### config.mk
export PLATFORM = sky130hd
export DESIGN_NAME = mtw_cell
export DESIGN_NICKNAME = d
export VERILOG_FILES = /design/src/mtw_pkg.sv /design/src/mtw_cell.sv
export SDC_FILE = /design/constraint.sdc
export NUM_CORES = 1
export LEC_CHECK = 0
export BUFFER_PORTS_ARGS = -buffer_cell sky130_fd_sc_hd__buf_4
export CORE_AREA = 2 2 51 58
export CTS_CLUSTER_SIZE = 12
export DETAILED_ROUTE_END_ITERATION = 10
export DIE_AREA = 0 0 53 60
export GPL_ROUTABILITY_DRIVEN = 0
export PLACE_DENSITY = 0.73
export SLEW_MARGIN = 10
export SYNTH_ARGS = -nofsm -noshare
export SYNTH_HDL_FRONTEND = slang
export SYNTH_SLANG_ARGS = --single-unit
### constraint.sdc
create_clock -name clk -period 0.8 [get_ports clk]
set_input_delay 0.04 -clock clk [delete_from_list [all_inputs] [get_ports clk]]
set_output_delay 0.04 -clock clk [all_outputs]
set_load 0.005 [all_outputs]
### src/mtw_pkg.sv
// Package for the MT19937 word generator: word type, twist and tempering
// constants, seeding constants and the seeder control struct. No dependencies.
`timescale 1ns / 1ps
`default_nettype none
package mtw_pkg;

  typedef logic [31:0] word_t;

  localparam int STATE_WORDS   = 624;
  localparam int MIDDLE_OFFSET = 397;

  localparam word_t TWIST_XOR  = 32'h9908_b0df;
  localparam word_t HIGH_BIT   = 32'h8000_0000;
  localparam word_t LOW_BITS   = 32'h7fff_ffff;
  localparam word_t TEMPER_B   = 32'h9d2c_5680;
  localparam word_t TEMPER_C   = 32'hefc6_0000;
  localparam word_t LCG_MUL    = 32'd69069;
  localparam word_t LCG_INC    = 32'd1;
  localparam word_t SEED_RESET = 32'd4357;

  typedef struct packed {
    logic load;
    logic run;
  } seed_ctrl_t;

endpackage
`default_nettype wire

### src/mtw_cell.sv
// One state word of the generator chain; takes its input word (its neighbor's, or the new word at the tail) on shift.
// Depends on mtw_pkg.
`timescale 1ns / 1ps
`default_nettype none
module mtw_cell (
  input  wire logic          clk,
  input  wire logic          shift_en,
  input  wire mtw_pkg::word_t d_in,
  output mtw_pkg::word_t      q_out
);

  mtw_pkg::word_t word_r;

  always_ff @(posedge clk) begin
    if (shift_en) begin
      word_r <= d_in;
    end
  end

  assign q_out = word_r;

endmodule
`default_nettype wire

==> reports/results.txt <==
Int Pwr = 2.67 mW
Endpoint class of the critical path = output pin
Worst EP required = 0.76 ns
Grt ovf = 0
Fin crit share = 1.16
Final Max Tran Viols = 0
Unique masters post-synth = 1
Cell type with the largest total area after synthesis = edfxtp_1
Area grow syn2layout = 99.6%
Gr usage total = 0.165
Seq/Total Area, Yosys = 1.00
Lkg Pwr = 0.812 nW
Switching power = 0.652 mW
Vias in the first global route = 754
Initial core utilization = 0.366
Fill cells = 166
Final critical-path required period = 0.927 ns
Die Area = 3180 µm²
Vias per cell = 4.15
Count of input and output buffers = 65
Final-report hold violation count = 0
Placed cell areas = 1530 µm²
Clock transition at path regs = 0.09 ns
Violated checks = setup timing
Placeable Area = 2630 µm²
CP startpoint = q_out[31]
Final core occ = 0.730
Mapped Nets = 66
Diode count = 0
Max reg flops = 32
Largest net degree at the start of global routing = 15
Sw frac = 0.196
Worst Path Buf+Inv = 1
Hold Crit Depth = 1
RSZ-0062 raised after global routing = yes
Multi-input combinational cell count = 0
Cell area after layout = 1920 µm²
Post-synth top area share = 1.00
YS warnings = 0
Clock Tree Buf Depth = 2
Die width = 53 µm
Largest cells by area after synthesis = edfxtp_1 (100%)
Setup TNS Final = -2.38 ns
Wire per inst = 14.0 µm
Synth Instances = 32
Drt first pass iters = 2
Setup-failing EPs final = 32
Delay-heaviest family, CP = flip-flops
Share of cells above drive strength 1 = 0.522
Remaining antenna violation count = 0
Final HPWL DP = 1490 µm
Initial antenna violation count = 0
Worst Hold End = q_out[24]
Die height = 60 µm
Num rows = 20
Final worst slack = -0.127 ns
CTS Buf Count = 5
Layout Nets = 172
CP Launch Type = register
Clock power share = 0.230
Status = finished with violations
Max_cap viols = 0
Cell chain of the critical path = buf_6
Maximum clock rate = 1080 MHz
CP peak stage delay = 0.42 ns
CP max-delay cell = edfxtp_1
Post-synthesis register bit count = 32
Crit-path max FO = 1
Min-delay src = shift_en
Hold Path Class = in2reg
CTS tree = done
Area of the multi-input gates = 0 µm²
Routed via count = 710
Clock sink total = 32
Syn_area_per_cell = 30.0 µm²
Worst slew pin tran = 0.120 ns
Netlist Area Pre-Place = 961 µm²
Power per cell area = 1730 nW/µm²
1st-iter DRT viols = 23
DRC violations left = 0
Worst vdd ir = 0.00131 V
Sequential share of power = 0.612
Post-Route WL = 2400 µm
Top Ports = 66
Htree depth = 2
Clock Root Buffer = clkbuf_4
Critical path arrival = 0.89 ns
Rel. slew slack = 0.920
First-pass GRT wire length = 3370 µm
Combinational share of power = 0.158
CP Class = reg2out
[power groups by stage]
stage                     Clock [mW]  Combinational, mW  Sequential, mW
after CTS                      0.805              0.517            2.03
after global placement             0              0.376            2.06
final                          0.767              0.525            2.03
after floorplan                    0                  0            2.08
after global routing           0.882              0.560            2.05
after detailed placement           0              0.386            2.07
[how the worst max path moves through the flow]
stage | to | slack [ns] | cells after the start
global placement | q_out[30] | 0.16 | 2
global route | q_out[29] | -0.16 | 1
CTS | q_out[2] | -0.12 | 1
detailed placement | q_out[25] | 0.16 | 2
finish | q_out[31] | -0.13 | 1
floorplan | q_out[0] | 0.40 | 0
[cells in the final DEF, fill, tap and decap left out, drive strengths merged]
cell,n
buf,67
clkbuf,5
clkinv,2
dlygate4sd3,32
edfxtp,32
[routing by layer]
metal | vias up | GRT usage | share of wire
met2 | 51 | 0.291 | 0.52
met3 | 6 | 0.0800 | 0.12
li1 | 341 | - | -
met4 | 0 | 0.0879 | 0.020
met5 | - | 0 | 0
met1 | 312 | 0.153 | 0.34
[cells in the mapped netlist]
| cell | number |
|---|---|
| edfxtp_1 | 32 |
[cell families after synthesis]
| logic type | Yosys count | synth area share |
|---|---|---|
| flops | 32 | 1.00 |
[metrics by stage]
step / cells / hold slack, ns / setup slack (ns) / power [mW]
floorplan: 32 / 0.139 / 0.405 / 2.08
global placement: 132 / 0.218 / 0.164 / 2.44
detailed placement: 132 / 0.219 / 0.158 / 2.45
CTS: 172 / 0.0997 / -0.124 / 3.35
global route: 171 / 0.00303 / -0.158 / 3.49
finish: 171 / 0.00543 / -0.127 / 3.33
[timing repair]
item,in CTS,in global routing
pin swaps,0,0
buffers inserted,0,0
gates cloned,0,0
setup endpoints to repair,32,36
hold endpoints to repair,36,0
resized for setup,1,5
hold buffers,33,0
[layout make-up]
class	instances	area [µm²]	area share
clock buffer	5	37.5	0.0196
clock inverter	2	7.51	0.00391
sequential	32	961	0.501
tap	33	41.3	0.0215
timing repair buffer	99	871	0.454
Note: power is estimated with default switching activity, not from simulation.
