### src/mtw_pkg.sv
// Package for the MT19937 word generator: word type, twist and tempering
// constants, seeding constants and the seeder control struct. No dependencies.
`timescale 1ns / 1ps
`default_nettype none
package mtw_pkg;

  typedef logic [31:0] word_t;

  localparam int STATE_WORDS   = 624;
  localparam int MIDDLE_OFFSET = 397;

  localparam word_t TWIST_XOR  = 32'h9908_b0df;
  localparam word_t HIGH_BIT   = 32'h8000_0000;
  localparam word_t LOW_BITS   = 32'h7fff_ffff;
  localparam word_t TEMPER_B   = 32'h9d2c_5680;
  localparam word_t TEMPER_C   = 32'hefc6_0000;
  localparam word_t LCG_MUL    = 32'd69069;
  localparam word_t LCG_INC    = 32'd1;
  localparam word_t SEED_RESET = 32'd4357;

  typedef struct packed {
    logic load;
    logic run;
  } seed_ctrl_t;

endpackage
`default_nettype wire

### src/mtw_seeder.sv
// Linear-congruential seeder: one step per cycle while run is set; each state word
// joins the upper halves of two successive values. Depends on mtw_pkg.
`timescale 1ns / 1ps
`default_nettype none
module mtw_seeder (
  input  wire logic               clk,
  input  wire logic               rst_n,
  input  wire mtw_pkg::seed_ctrl_t ctrl,
  input  wire mtw_pkg::word_t      seed,
  output mtw_pkg::word_t           word_out,
  output logic                     word_valid
);

  mtw_pkg::word_t lcg_r;
  mtw_pkg::word_t lcg_nxt;
  logic [15:0]    hi_r;
  logic           phase_r;

  assign lcg_nxt = lcg_r * mtw_pkg::LCG_MUL + mtw_pkg::LCG_INC;

  always_ff @(posedge clk) begin
    if (!rst_n) begin
      phase_r <= 1'b0;
    end else if (ctrl.load) begin
      phase_r <= 1'b0;
    end else if (ctrl.run) begin
      phase_r <= ~phase_r;
    end
  end

  always_ff @(posedge clk) begin
    if (ctrl.load) begin
      lcg_r <= seed;
    end else if (ctrl.run) begin
      lcg_r <= lcg_nxt;
      if (!phase_r) begin
        hi_r <= lcg_r[31:16];
      end
    end
  end

  assign word_out   = {hi_r, lcg_r[31:16]};
  assign word_valid = ctrl.run & phase_r;

endmodule
`default_nettype wire

### config.mk
export PLATFORM = sky130hd
export DESIGN_NAME = mtw_seeder
export DESIGN_NICKNAME = d
export VERILOG_FILES = /design/src/mtw_pkg.sv /design/src/mtw_seeder.sv
export SDC_FILE = /design/constraint.sdc
export NUM_CORES = 1
export LEC_CHECK = 0
export BUFFER_PORTS_ARGS = -buffer_cell sky130_fd_sc_hd__clkbuf_2
export CELL_PAD_IN_SITES_DETAIL_PLACEMENT = 1
export CELL_PAD_IN_SITES_GLOBAL_PLACEMENT = 1
export CORE_ASPECT_RATIO = 1.25
export CORE_MARGIN = 3
export CORE_UTILIZATION = 54
export DETAILED_ROUTE_END_ITERATION = 16
export PLACE_DENSITY_LB_ADDON = 0.1
export SYNTH_ARGS = -nofsm -noshare
export SYNTH_HDL_FRONTEND = slang
export SYNTH_SLANG_ARGS = --single-unit
### constraint.sdc
create_clock -name clk -period 8.3 [get_ports clk]
set_input_delay 1.66 -clock clk [delete_from_list [all_inputs] [get_ports clk]]
set_output_delay 1.66 -clock clk [all_outputs]
set_load 0.02 [all_outputs]
==> flow_summary.toml <==
[cts]
hold_buffers = 0
post_cts_buffers = 0
cts_resized = 0
cts_tree = "built"
clockBufferDepth = 2
cts_root_buf = "clkbuf_16"
cts_buffers = 5
clk_pin_slew_worst_paths_ns = 0.08
cts.sinks = 49
htreeDepth = 2
insertion_delay_ns = 0.31

[setup_path]
ff2ff_path_depth = 19
critPathKind = "reg -> reg"
r2r_slack_ns = 2.09
worstSetupStartpointType = "register"
crit_required_ns = 8.32
worstPathMaxFanout = 7
r2r_start = "lcg_r[11]"
crit_top_cell = "fa_1"
cp-end-kind = "register"
critPathSlowestCell = "edfxtp_1"
slowest_delay_ns = 0.67
reg2reg_to = "lcg_r[26]"
cp_cell_sequence = "ha_1, fa_1, inv_1, fa_1, fa_1, inv_1, fa_1, inv_1, fa_1, inv_1, ha_1, a21o_1, o21ai_0, a21boi_0, a221o_1, a41oi_4, o21ai_0, xnor2_1, o21ai_0"
cp_data_arrival_time_ns = 6.23

[yosys]
synth-seq-cells = 49
yosysWarnings = 0
synthTopCellsByArea = "fa_1 (32%), ha_1 (23%), edfxtp_1 (16%)"
synth_area_leader_cell = "fa_1"
ys_seq_area_frac = 0.161
ys.flop_type = "edfxtp_1"
synth_area_um2 = 9070
async_reset_ff_frac = 0
syn-num-nets = 1224
avgSynthCellArea_um2 = 10.4
synth.distinct_cells = 43
syn_inst = 874
synth_top_area_frac = 0.320
synth_edf_count = 48

[floorplanning]
core-area_um2 = 16300
die_area_um2 = 18400
ios = 69
rows = 52
die_w_um = 122
die_h_um = 151
start_util = 0.556

[global_route]
grt_first_pass_wirelength_um = 39900
grt_overflow = 0
grt_pass1_vias = 7302
grt_usage = 0.295
grt_max_degree = 64
antenna_found_initial = 0

[drt]
viasPerCell = 5.48
drtIter0Drc = 261
wirelength_um = 25500
vias = 6269
drc = 0
wire_per_inst_um = 22.3
dr.pass1.iters = 4
postRouteAntennaNets = 0

[timing]
rsz0062_at_grt = "no"
tightestPinTransition_ns = 0.928
finalCritPeriodShare = 0.748
fin_tns_setup_ns = 0
finalHoldViolCount = 0
period_needed_ns = 6.21
max_freq_mhz = 161
setup_viol = 0
skew_ns = 0.0156
setup_ws_ns = 2.09
slew_viol_final = 0
relSlewSlack = 0.381

[hold_path]
hp-start = "lcg_r[30]"
worstHoldPathType = "reg -> reg"
whs_endpoint = "hi_r[14]"
hold_depth = 0

[place]
dp_slack_ns = 2.14
dp_hpwl_um = 22200
globalplace.congestion = 0.988
io_buffer_count = 68
place_inst = 1137

[layout]
final_nets = 1278
fill_cells = 1825
area_growth_pct = 7.20
final_common_cell = "inv_1"
final_cell_mix = "inv_1 (260), ha_1 (169), fa_1 (145), clkbuf_2 (68), edfxtp_1 (48)"
drive_above_1_share = 0.100
diodes = 0
seq_area_um2 = 1460
multiInputGateArea_um2 = 6490
instances_no_fill = 1145

[run_status]
status = "finished, final reports clean"

[run]
drv_cap = 0
[cell usage after synthesis (all sizes together), types with 7 or more instances]
| cell type | count |
|---|---|
| a21o | 11 |
| clkbuf | 7 |
| nand2 | 43 |
| ha | 169 |
| xnor2 | 31 |
| xor2 | 13 |
| buf | 16 |
| nand3 | 7 |
| a21oi | 21 |
| fa | 145 |
| o21ai | 34 |
| inv | 260 |
| edfxtp | 48 |
| nor2 | 9 |
[stage by stage]
stage                     hold WS [ns]  instance area [µm²]  utilization
final                            0.505                 9730        0.596
after global placement           0.506                 9560        0.585
after CTS                        0.510                 9730        0.596
after floorplan                  0.458                 9070            -
after detailed placement         0.491                 9560        0.585
after global routing             0.534                 9730        0.596
[critical path: cells and delay by family (launching register included)]
family / cells / cell delay [ns]
adder cells (fa/ha/maj): 7 / 3.30
AO/OA/AOI/OAI: 7 / 1.51
flip-flops: 1 / 0.67
buffers and inverters: 4 / 0.22
XOR/XNOR: 1 / 0.20
[how the worst max path moves through the flow]
stage	start	end	slack, ns	cells past startpoint
2_1_floorplan	lcg_r[12]	lcg_r[30]	2.90	19
3_3_place_gp	lcg_r[11]	lcg_r[24]	2.27	19
3_5_place_dp	lcg_r[11]	lcg_r[26]	2.14	19
4_1_cts	lcg_r[11]	lcg_r[26]	2.12	19
5_1_grt	lcg_r[11]	lcg_r[28]	1.85	19
6_report	lcg_r[11]	lcg_r[26]	2.09	19
[flip-flops by register name (all words and copies together) (netlist names)]
register	flops
lcg_r	32
hi_r	16
phase_r	1
[routing by layer]
layer	track usage	vias to the layer above	routed length, µm
met5	0	-	0
met4	0.143	0	1400
met3	0.0329	69	922
met2	0.545	175	13600
met1	0.338	3198	9550
li1	-	2827	-
[area by class of cell]
class | count | area share
multi-input combinational | 542 | 0.668
sequential | 49 | 0.150
inverter | 260 | 0.100
timing repair buffer | 70 | 0.0365
tap | 216 | 0.0278
clock buffer | 5 | 0.0129
clock inverter | 3 | 0.00450
[cell families after synthesis]
logic type | count (synthesis) | share of synthesized area
adders and majority gates | 314 | 0.553
and+or+nand+nor | 85 | 0.0437
muxes | 4 | 0.00483
buffers and inverters | 283 | 0.124
AOI/OAI and AO/OA | 95 | 0.0713
xor gates and xnor gates | 44 | 0.0425
DFF | 49 | 0.161
Power is not shown: default switching activity piles up to over one toggle a cycle in this logic, so the estimate is an artifact.
