--- src/mtw_pkg.sv ---
// Package for the MT19937 word generator: word type, twist and tempering
// constants, seeding constants and the seeder control struct. No dependencies.
`timescale 1ns / 1ps
`default_nettype none
package mtw_pkg;

  typedef logic [31:0] word_t;

  localparam int STATE_WORDS   = 624;
  localparam int MIDDLE_OFFSET = 397;

  localparam word_t TWIST_XOR  = 32'h9908_b0df;
  localparam word_t HIGH_BIT   = 32'h8000_0000;
  localparam word_t LOW_BITS   = 32'h7fff_ffff;
  localparam word_t TEMPER_B   = 32'h9d2c_5680;
  localparam word_t TEMPER_C   = 32'hefc6_0000;
  localparam word_t LCG_MUL    = 32'd69069;
  localparam word_t LCG_INC    = 32'd1;
  localparam word_t SEED_RESET = 32'd4357;

  typedef struct packed {
    logic load;
    logic run;
  } seed_ctrl_t;

endpackage
`default_nettype wire

--- src/mtw_twist.sv ---
// Twist rule for one new state word and the tempering of that word.
// Depends on mtw_pkg.
`timescale 1ns / 1ps
`default_nettype none
module mtw_twist (
  input  wire mtw_pkg::word_t upper,
  input  wire mtw_pkg::word_t lower,
  input  wire mtw_pkg::word_t far,
  output mtw_pkg::word_t      new_word,
  output mtw_pkg::word_t      tempered
);

  mtw_pkg::word_t y;
  mtw_pkg::word_t t1;
  mtw_pkg::word_t t2;
  mtw_pkg::word_t t3;

  always_comb begin
    y        = (upper & mtw_pkg::HIGH_BIT) | (lower & mtw_pkg::LOW_BITS);
    new_word = far ^ (y >> 1) ^ (y[0] ? mtw_pkg::TWIST_XOR : '0);
    t1       = new_word ^ (new_word >> 11);
    t2       = t1 ^ ((t1 << 7) & mtw_pkg::TEMPER_B);
    t3       = t2 ^ ((t2 << 15) & mtw_pkg::TEMPER_C);
    tempered = t3 ^ (t3 >> 18);
  end

endmodule
`default_nettype wire

--- config.mk ---
export PLATFORM = sky130hd
export DESIGN_NAME = mtw_twist
export DESIGN_NICKNAME = d
export VERILOG_FILES = /design/src/mtw_pkg.sv /design/src/mtw_twist.sv
export SDC_FILE = /design/constraint.sdc
export NUM_CORES = 1
export LEC_CHECK = 0
export ABC_AREA = 1
export BUFFER_PORTS_ARGS = -buffer_cell sky130_fd_sc_hd__buf_2
export CAP_MARGIN = 20
export CORE_AREA = 4 4 87 89
export DETAILED_ROUTE_END_ITERATION = 8
export DIE_AREA = 0 0 91 93
export PLACE_DENSITY = 0.67
export SETUP_SLACK_MARGIN = 0.1
export SYNTH_ARGS = -nofsm -noshare
export SYNTH_HDL_FRONTEND = slang
export SYNTH_SLANG_ARGS = --single-unit
--- constraint.sdc ---
create_clock -name vclk -period 0.8
set_input_delay 0 -clock vclk [all_inputs]
set_output_delay 0 -clock vclk [all_outputs]
set_load 0.02 [all_outputs]
==> impl_results.md, run 1 <==
* Slew Viols, Final at 0
* Share of layout cells above drive strength 1 at 0.848
* DP HPWL at 6130 µm
* Die H at 93 µm
* CP Capture Point: tempered[6]
* Comb power frac at 1.000
* Synth Area per Inst at 5.41 µm²
* Fill cell count at 330
* Clock buf count at 0
* Post-Synthesis Cell Area at 1980 µm²
* Largest net degree at the start of global routing at 9
* Sequential fraction of design power at 0
* Final worst-path cycle share at 1.52
* FF+latch area at 0 µm²
* Net Switching at 3.92 mW
* Crit path max fanout at 3
* WL/cell at 16.1 µm
* Final core occ at 0.856
* Fin nets at 682
* Hold path start: lower[27]
* Status: finished, violations left
* Worst vdd rail ir drop at 972 µV
* Die Wd at 91 µm
* Row cnt at 30
* Vias in the first global route at 3270
* Total gr overflow at 0
* Routed Wire Length at 10700 µm
* GRT Total Usage at 0.203
* Placer Congestion at 0.845
* Multi-input combinational cell area at 3290 µm²
* Clock share of power at 0
* Max cap viols at 0
* P per Cell Area at 1280 nW/µm²
* FMAX at 825 MHz
* Die area at 8460 µm²
* Pint at 3.49 mW
* Highest Signal Layer: met4
* Kind of critical path: in2out
* Metal3 WL at 477 µm
* Vias at 3221
* Mapped Cells at 366
* Worst Setup End Kind: output pin
* First-pass GRT wire length at 14700 µm
* Iteration-0 DRC Markers at 58
* Worst path required time at 0.80 ns
* Final ANT Viol Nets at 0
* Final setup fails at 36
* I/O Pins at 160
* Type of origin of the critical path: input pin
* Final Hold Fails at 0
* Slew HR at 0.750
* Pleak at 2.94 nW
* Vias/cell at 4.84
* Initial antenna violation count at 1
* IO Port Bufs at 128
* Area Growth Syn to Fin at 192%
* Failing checks: setup timing
* Worst Tran Pin Value at 0.373 ns
* Synth warn at 0
* Sw Ratio at 0.529
* RSZ-0062 raised after global routing: yes
* Core area at 6760 µm²
* Seq cells at 0
* Count of cell types in the netlist at 21
* Syn_nets at 462
* First-pass DRT Iterations at 4
* Total power at 7.40 mW
* Initial Util at 0.293
* Post-route setup slack at -0.412 ns
* Post-layout minimum cycle time at 1.21 ns
* CP startpoint: lower[25]
* Setup TNS at -9.30 ns
* CP arrival at 1.21 ns
* Register area share after synthesis at 0
* M1 wire length at 3540 µm
* Met2 routed WL at 6300 µm
* Min-delay worst type: in2out
* Drc violations at 0
==> cells in the final DEF (no fill, tap or decap), drive strengths merged <==
master / n
nand2: 197
xor2: 33
xnor2: 17
inv: 50
diode: 1
clkinv: 1
buf: 217
nor2: 6
or2: 1
nand3b: 2
clkbuf: 3
nand3: 57
==> per-stage QoR <==
step	instance area [µm²]	setup WS, ns	hold slack [ns]	std cells
detailed placement	3650	-0.537	0.334	631
global route	5780	-0.474	0.365	665
finish	5780	-0.412	0.343	665
floorplan	2480	-0.240	0.0764	366
CTS	4980	-0.330	0.335	647
global placement	3650	-0.467	0.329	631
==> routing by layer <==
metal,vias up,GRT usage
li1,1540,-
met1,1529,0.215
met2,120,0.422
met3,32,0.0274
met4,0,0.0352
met5,-,0
==> worst min path at each step <==
stage	to	cells after the start
6_report	new_word[26]	3
4_1_cts	new_word[5]	3
5_1_grt	new_word[26]	3
3_5_place_dp	new_word[8]	3
3_3_place_gp	new_word[8]	3
2_1_floorplan	new_word[14]	1
==> power groups by stage <==
| stage | Clock (mW) | Combinational, mW | Sequential, mW |
|---|---|---|---|
| detailed placement | 0 | 4.65 | 0 |
| global placement | 0 | 4.58 | 0 |
| global route | 0.000000168 | 7.81 | 0 |
| floorplan | 0 | 3.02 | 0 |
| CTS | 0 | 6.30 | 0 |
| finish | 0.000000168 | 7.40 | 0 |
==> synthesized netlist by cell type, drive strengths merged <==
cell	count	area, µm²
nand2	197	785
nor2	6	27.5
nand3	57	350
xor2	33	402
or2	1	6.26
xnor2	17	156
nand3b	2	15.0
inv	50	195
buf	3	42.5
==> cells by family (layout without fill, tap and decap cells) <==
logic type    count (synthesis)  in the layout  synth area share
other cells                   0              1                 0
simple gates                263            263             0.598
xor+xnor                     50             50             0.282
buf+inv                      53            271             0.120
==> critical path, stage by stage <==
cell	delay, ns
buf_6	0.09
or2_4	0.27
nand2_4	0.09
nand2_4	0.06
nand2_8	0.08
nand3_4	0.10
nand2_2	0.09
nand2_2	0.07
nand2_2	0.10
nand2_2	0.06
nand2_2	0.06
buf_6	0.11
==> layout make-up <==
type / instances / area share
Inverter: 50 / 0.0403
Multi-Input combinational cell: 313 / 0.570
Timing Repair Buffer: 220 / 0.371
Antenna cell: 1 / 0.000433
Tap cell: 80 / 0.0173
Timing Repair inverter: 1 / 0.00108
==> repair_timing <==
item                                    in CTS  in global routing
setup buffers                               22                 21
hold buffers                                 0                  0
cloned                                       1                  0
gates resized for setup                    313                166
pin swaps                                  115                 85
endpoints found under the setup margin      47                 49
(Power assumes the default switching activity.)
==> run 2: changes to the inputs <==
--- a/config.mk
+++ b/config.mk
@@ -11,7 +11,7 @@
 export CORE_AREA = 4 4 87 89
 export DETAILED_ROUTE_END_ITERATION = 8
 export DIE_AREA = 0 0 91 93
-export PLACE_DENSITY = 0.67
+export PLACE_DENSITY = 0.65
 export SETUP_SLACK_MARGIN = 0.1
 export SYNTH_ARGS = -nofsm -noshare
 export SYNTH_HDL_FRONTEND = slang
==> constraint.sdc (replaced) <==
create_clock -name vclk -period 1.6
set_input_delay 0 -clock vclk [all_inputs]
set_output_delay 0 -clock vclk [all_outputs]
set_load 0.02 [all_outputs]
==> impl_results.md, run 2 (synthesis gave the netlist of run 1 again) <==
* Status: finished clean
* Area Growth Syn to Fin at 37.2%
* Final core occ at 0.402
* First-pass DRT Iterations at 5
* CP arrival at 1.31 ns
* Slew HR at 0.755
* Slew Viols, Final at 0
* DP Area at 2690 µm²
* Type of origin of the critical path: input pin
* Most frequent cells in the layout: nand2_1 (181), buf_2 (127), nand3_1 (50)
* Worst Tran Pin Value at 0.366 ns
* Post-Place Cells at 573
* Kind of critical path: in2out
* Clock buf count at 0
* Final setup fails at 0
* Seq cells at 0
* Die Wd at 91 µm
* Hold Path Depth at 3
* Hold path start: far[8]
* Iteration-0 DRC Markers at 77
* Net Switching at 1.16 mW
* IO Port Bufs at 128
* Drc violations at 0
* Total gr overflow at 0
* Vias at 2582
* Die area at 8460 µm²
* CP Cell Sequence: clkbuf_4, buf_8, nand3_1, nand2_2, nand2_1, nand2_1, nand2_1, nand2_1, nand2_1, nand3_1, nand2_1, buf_2
* Vias/cell at 4.51
* Sequential fraction of design power at 0
* Routed Wire Length at 5870 µm
* Antenna cells at 0
* WHS at 0.328 ns
* P per Cell Area at 650 nW/µm²
* Initial Util at 0.293
* Placer Congestion at 0.886
* Core area at 6760 µm²
* Pre-CTS setup slack at 0.201 ns
* Vias in the first global route at 2346
* RSZ-0062 raised after global routing: no
* Clock share of power at 0
* Worst vdd rail ir drop at 313 µV
* Share of layout cells above drive strength 1 at 0.355
* GRT Total Usage at 0.130
* Pleak at 1.73 nW
* Total power at 1.76 mW
* Largest net degree at the start of global routing at 16
* Max cap viols at 0
* Fill cell count at 740
* Design Area, Final at 2720 µm²
* Critical path's largest stage delay at 0.17 ns
* WHS Endpoint: new_word[8]
* Pint at 0.601 mW
* Setup TNS at 0 ns
* Sw Ratio at 0.659
* Final Hold Fails at 0
* Worst path required time at 1.60 ns
* Cell mode on critical path: nand2_1
* Hold-fix buffers at CTS at 0
* First-pass GRT wire length at 9730 µm
* Initial antenna violation count at 0
* FF+latch area at 0 µm²
* Crit path max fanout at 10
* Final worst-path cycle share at 0.817
* Crit path max-delay cell type: clkbuf_4
* Final ANT Viol Nets at 0
* Row cnt at 30
* Comb power frac at 1.000
* Post-route setup slack at 0.294 ns
* I/O Pins at 160
* WL/cell at 10.2 µm
* Min-delay worst type: in2out
* Die H at 93 µm
* Post-layout minimum cycle time at 1.31 ns
* FMAX at 765 MHz
* Fin nets at 591
* Non-filler instance count after layout at 573
* DP HPWL at 5300 µm
* Commonest non-fill, non-tap cell in the layout: nand2_1
* Worst Setup End Kind: output pin
run 2: repair_timing:
| action | 4_1_cts | 5_1_grt |
|---|---|---|
| endpoints found under the setup margin | 0 | 8 |
| setup buffers | 0 | 0 |
| resized for setup | 0 | 7 |
| hold endpoints to repair | 0 | 0 |
run 2: power by group through the flow:
stage               clock network, mW  logic [mW]  registers [mW]
floorplan                           0        1.21               0
global placement                    0        1.74               0
detailed placement                  0        1.77               0
CTS                                 0        1.77               0
global route                        0        1.96               0
finish                              0        1.76               0
run 2: worst max path at each step:
stage,start,to,slack [ns],cells after the start
floorplan,lower[26],tempered[3],0.36,5
global placement,lower[0],tempered[5],0.25,12
detailed placement,lower[0],tempered[5],0.20,12
CTS,lower[0],tempered[5],0.20,12
global route,lower[14],tempered[6],0.12,14
finish,lower[0],tempered[9],0.29,12
run 2: worst max-delay path, delay by kind of cell:
family | cells | cell delay [ns]
buf+inv | 3 | 0.48
simple gates | 9 | 0.82
run 2: area by class of cell:
class / instances / area [µm²] / area share
Multi-Input combinational cell: 313 / 1750 / 0.643
Timing Repair Buffer: 130 / 666 / 0.245
Inverter: 50 / 203 / 0.0747
Tap cell: 80 / 100 / 0.0369
run 2: per-layer routing:
| layer | routed length [µm] | global-route usage |
|---|---|---|
| met5 | 0 | 0 |
| met3 | 553 | 0.0225 |
| met2 | 2880 | 0.243 |
| met1 | 2440 | 0.164 |
| met4 | 0 | 0.00126 |
==> run 3: changes to the inputs <==
--- a/config.mk
+++ b/config.mk
@@ -11,7 +11,7 @@
 export CORE_AREA = 4 4 87 89
 export DETAILED_ROUTE_END_ITERATION = 8
 export DIE_AREA = 0 0 91 93
-export PLACE_DENSITY = 0.65
+export PLACE_DENSITY = 0.67
 export SETUP_SLACK_MARGIN = 0.1
 export SYNTH_ARGS = -nofsm -noshare
 export SYNTH_HDL_FRONTEND = slang
==> constraint.sdc (replaced) <==
create_clock -name vclk -period 1.1
set_input_delay 0 -clock vclk [all_inputs]
set_output_delay 0 -clock vclk [all_outputs]
set_load 0.02 [all_outputs]
==> impl_results.md, run 3 (synthesis gave the netlist of run 1 again) <==
* Die Wd at 91 µm
* Cell mode on critical path: buf_6
* Crit path max-delay cell type: xor2_2
* Share of layout cells above drive strength 1 at 0.805
* RSZ-0062 raised after global routing: yes
* Status: finished, violations left
* Clock buf count at 0
* Pleak at 2.69 nW
* Area Growth Syn to Fin at 157%
* Fin nets at 673
* Largest net degree at the start of global routing at 9
* DP Area at 3390 µm²
* Worst path required time at 1.10 ns
* Type of origin of the critical path: input pin
* Antenna cells at 0
* Vias/cell at 4.67
* Initial antenna violation count at 0
* WHS Endpoint: new_word[8]
* I/O Pins at 160
* Kind of critical path: in2out
* Seq cells at 0
* Iteration-0 DRC Markers at 47
* IO Port Bufs at 128
* FMAX at 851 MHz
* Total gr overflow at 0
* Max cap viols at 0
* Hold-fix buffers at CTS at 0
* Vias in the first global route at 3178
* Post-route setup slack at -0.0752 ns
* Slew HR at 0.793
* Final setup fails at 7
* First-pass GRT wire length at 13700 µm
* P per Cell Area at 918 nW/µm²
* Routed Wire Length at 9230 µm
* Non-filler instance count after layout at 655
* Crit path max fanout at 3
* Post-Place Cells at 625
* Die H at 93 µm
* Final ANT Viol Nets at 0
* DP HPWL at 5750 µm
* Final Hold Fails at 0
* Final worst-path cycle share at 1.07
* Critical path's largest stage delay at 0.20 ns
* Commonest non-fill, non-tap cell in the layout: nand2_2
* Slew Viols, Final at 0
* GRT Total Usage at 0.188
* Worst Tran Pin Value at 0.308 ns
* Design Area, Final at 5080 µm²
* Hold path start: far[8]
* Row cnt at 30
* Core area at 6760 µm²
* Initial Util at 0.293
* WL/cell at 14.1 µm
* CP arrival at 1.18 ns
* Min-delay worst type: in2out
* Worst Setup End Kind: output pin
* Most frequent cells in the layout: nand2_2 (82), buf_4 (76), buf_2 (66)
* First-pass DRT Iterations at 4
* Drc violations at 0
* Worst vdd rail ir drop at 624 µV
* CP top delay family: XOR/XNOR gates
* Vias at 3058
* Hold Path Depth at 3
* Setup TNS at -0.212 ns
* Die area at 8460 µm²
* Post-layout minimum cycle time at 1.18 ns
* Buf/Inv on CP at 5
* Failing checks: setup timing
* CP Cell Sequence: buf_6, inv_2, nand2_2, nand2_2, buf_6, xor2_4, xor2_2, xor2_1, inv_1, buf_6
* Placer Congestion at 0.844
* FF+latch area at 0 µm²
run 3: cell types whose count changed in the layout (fill, tap and decap cells not counted), sizes merged:
cell and delta:
inv +1, buf +82, clkbuf -1
run 3: through the flow:
step	utilization	power, mW	hold slack (ns)	setup slack (ns)
after CTS	0.641	3.92	0.334	0.00620
after global placement	0.502	3.05	0.320	-0.173
after global routing	0.752	4.97	0.354	-0.154
after floorplan	-	1.98	0.0764	0.0564
after detailed placement	0.502	3.08	0.327	-0.179
final	0.752	4.67	0.335	-0.0752
run 3: worst max path at each step:
stage | start | endpoint | slack [ns] | cells after the start
2_1_floorplan | lower[0] | tempered[6] | 0.06 | 11
3_3_place_gp | lower[0] | tempered[0] | -0.17 | 11
3_5_place_dp | lower[0] | tempered[0] | -0.18 | 11
4_1_cts | far[11] | tempered[8] | 0.006 | 11
5_1_grt | far[13] | tempered[13] | -0.15 | 10
6_report | far[13] | tempered[13] | -0.08 | 10
run 3: layout make-up:
type / instances / area, µm²
Timing Repair Buffer: 211 / 1760
Multi-Input combinational cell: 313 / 2990
Inverter: 50 / 220
Fill cell: 459 / 1670
Tap cell: 80 / 100
Timing Repair inverter: 1 / 20.0
run 3: layer usage:
metal	global-route usage	wire, µm
met1	0.202	3100
met2	0.391	5460
met4	0.0327	248
met5	0	0
met3	0.0201	407
run 3: timing repair:
action | CTS | global route
pin swaps | 110 | 60
setup buffers | 13 | 16
endpoints found under the setup margin | 31 | 30
gates resized for setup | 235 | 154
gates cloned | 1 | 0
run 3: where the power goes:
group / internal, mW / switching [mW]
clock network: 0 / 0
logic: 2.14 / 2.52
registers: 0 / 0
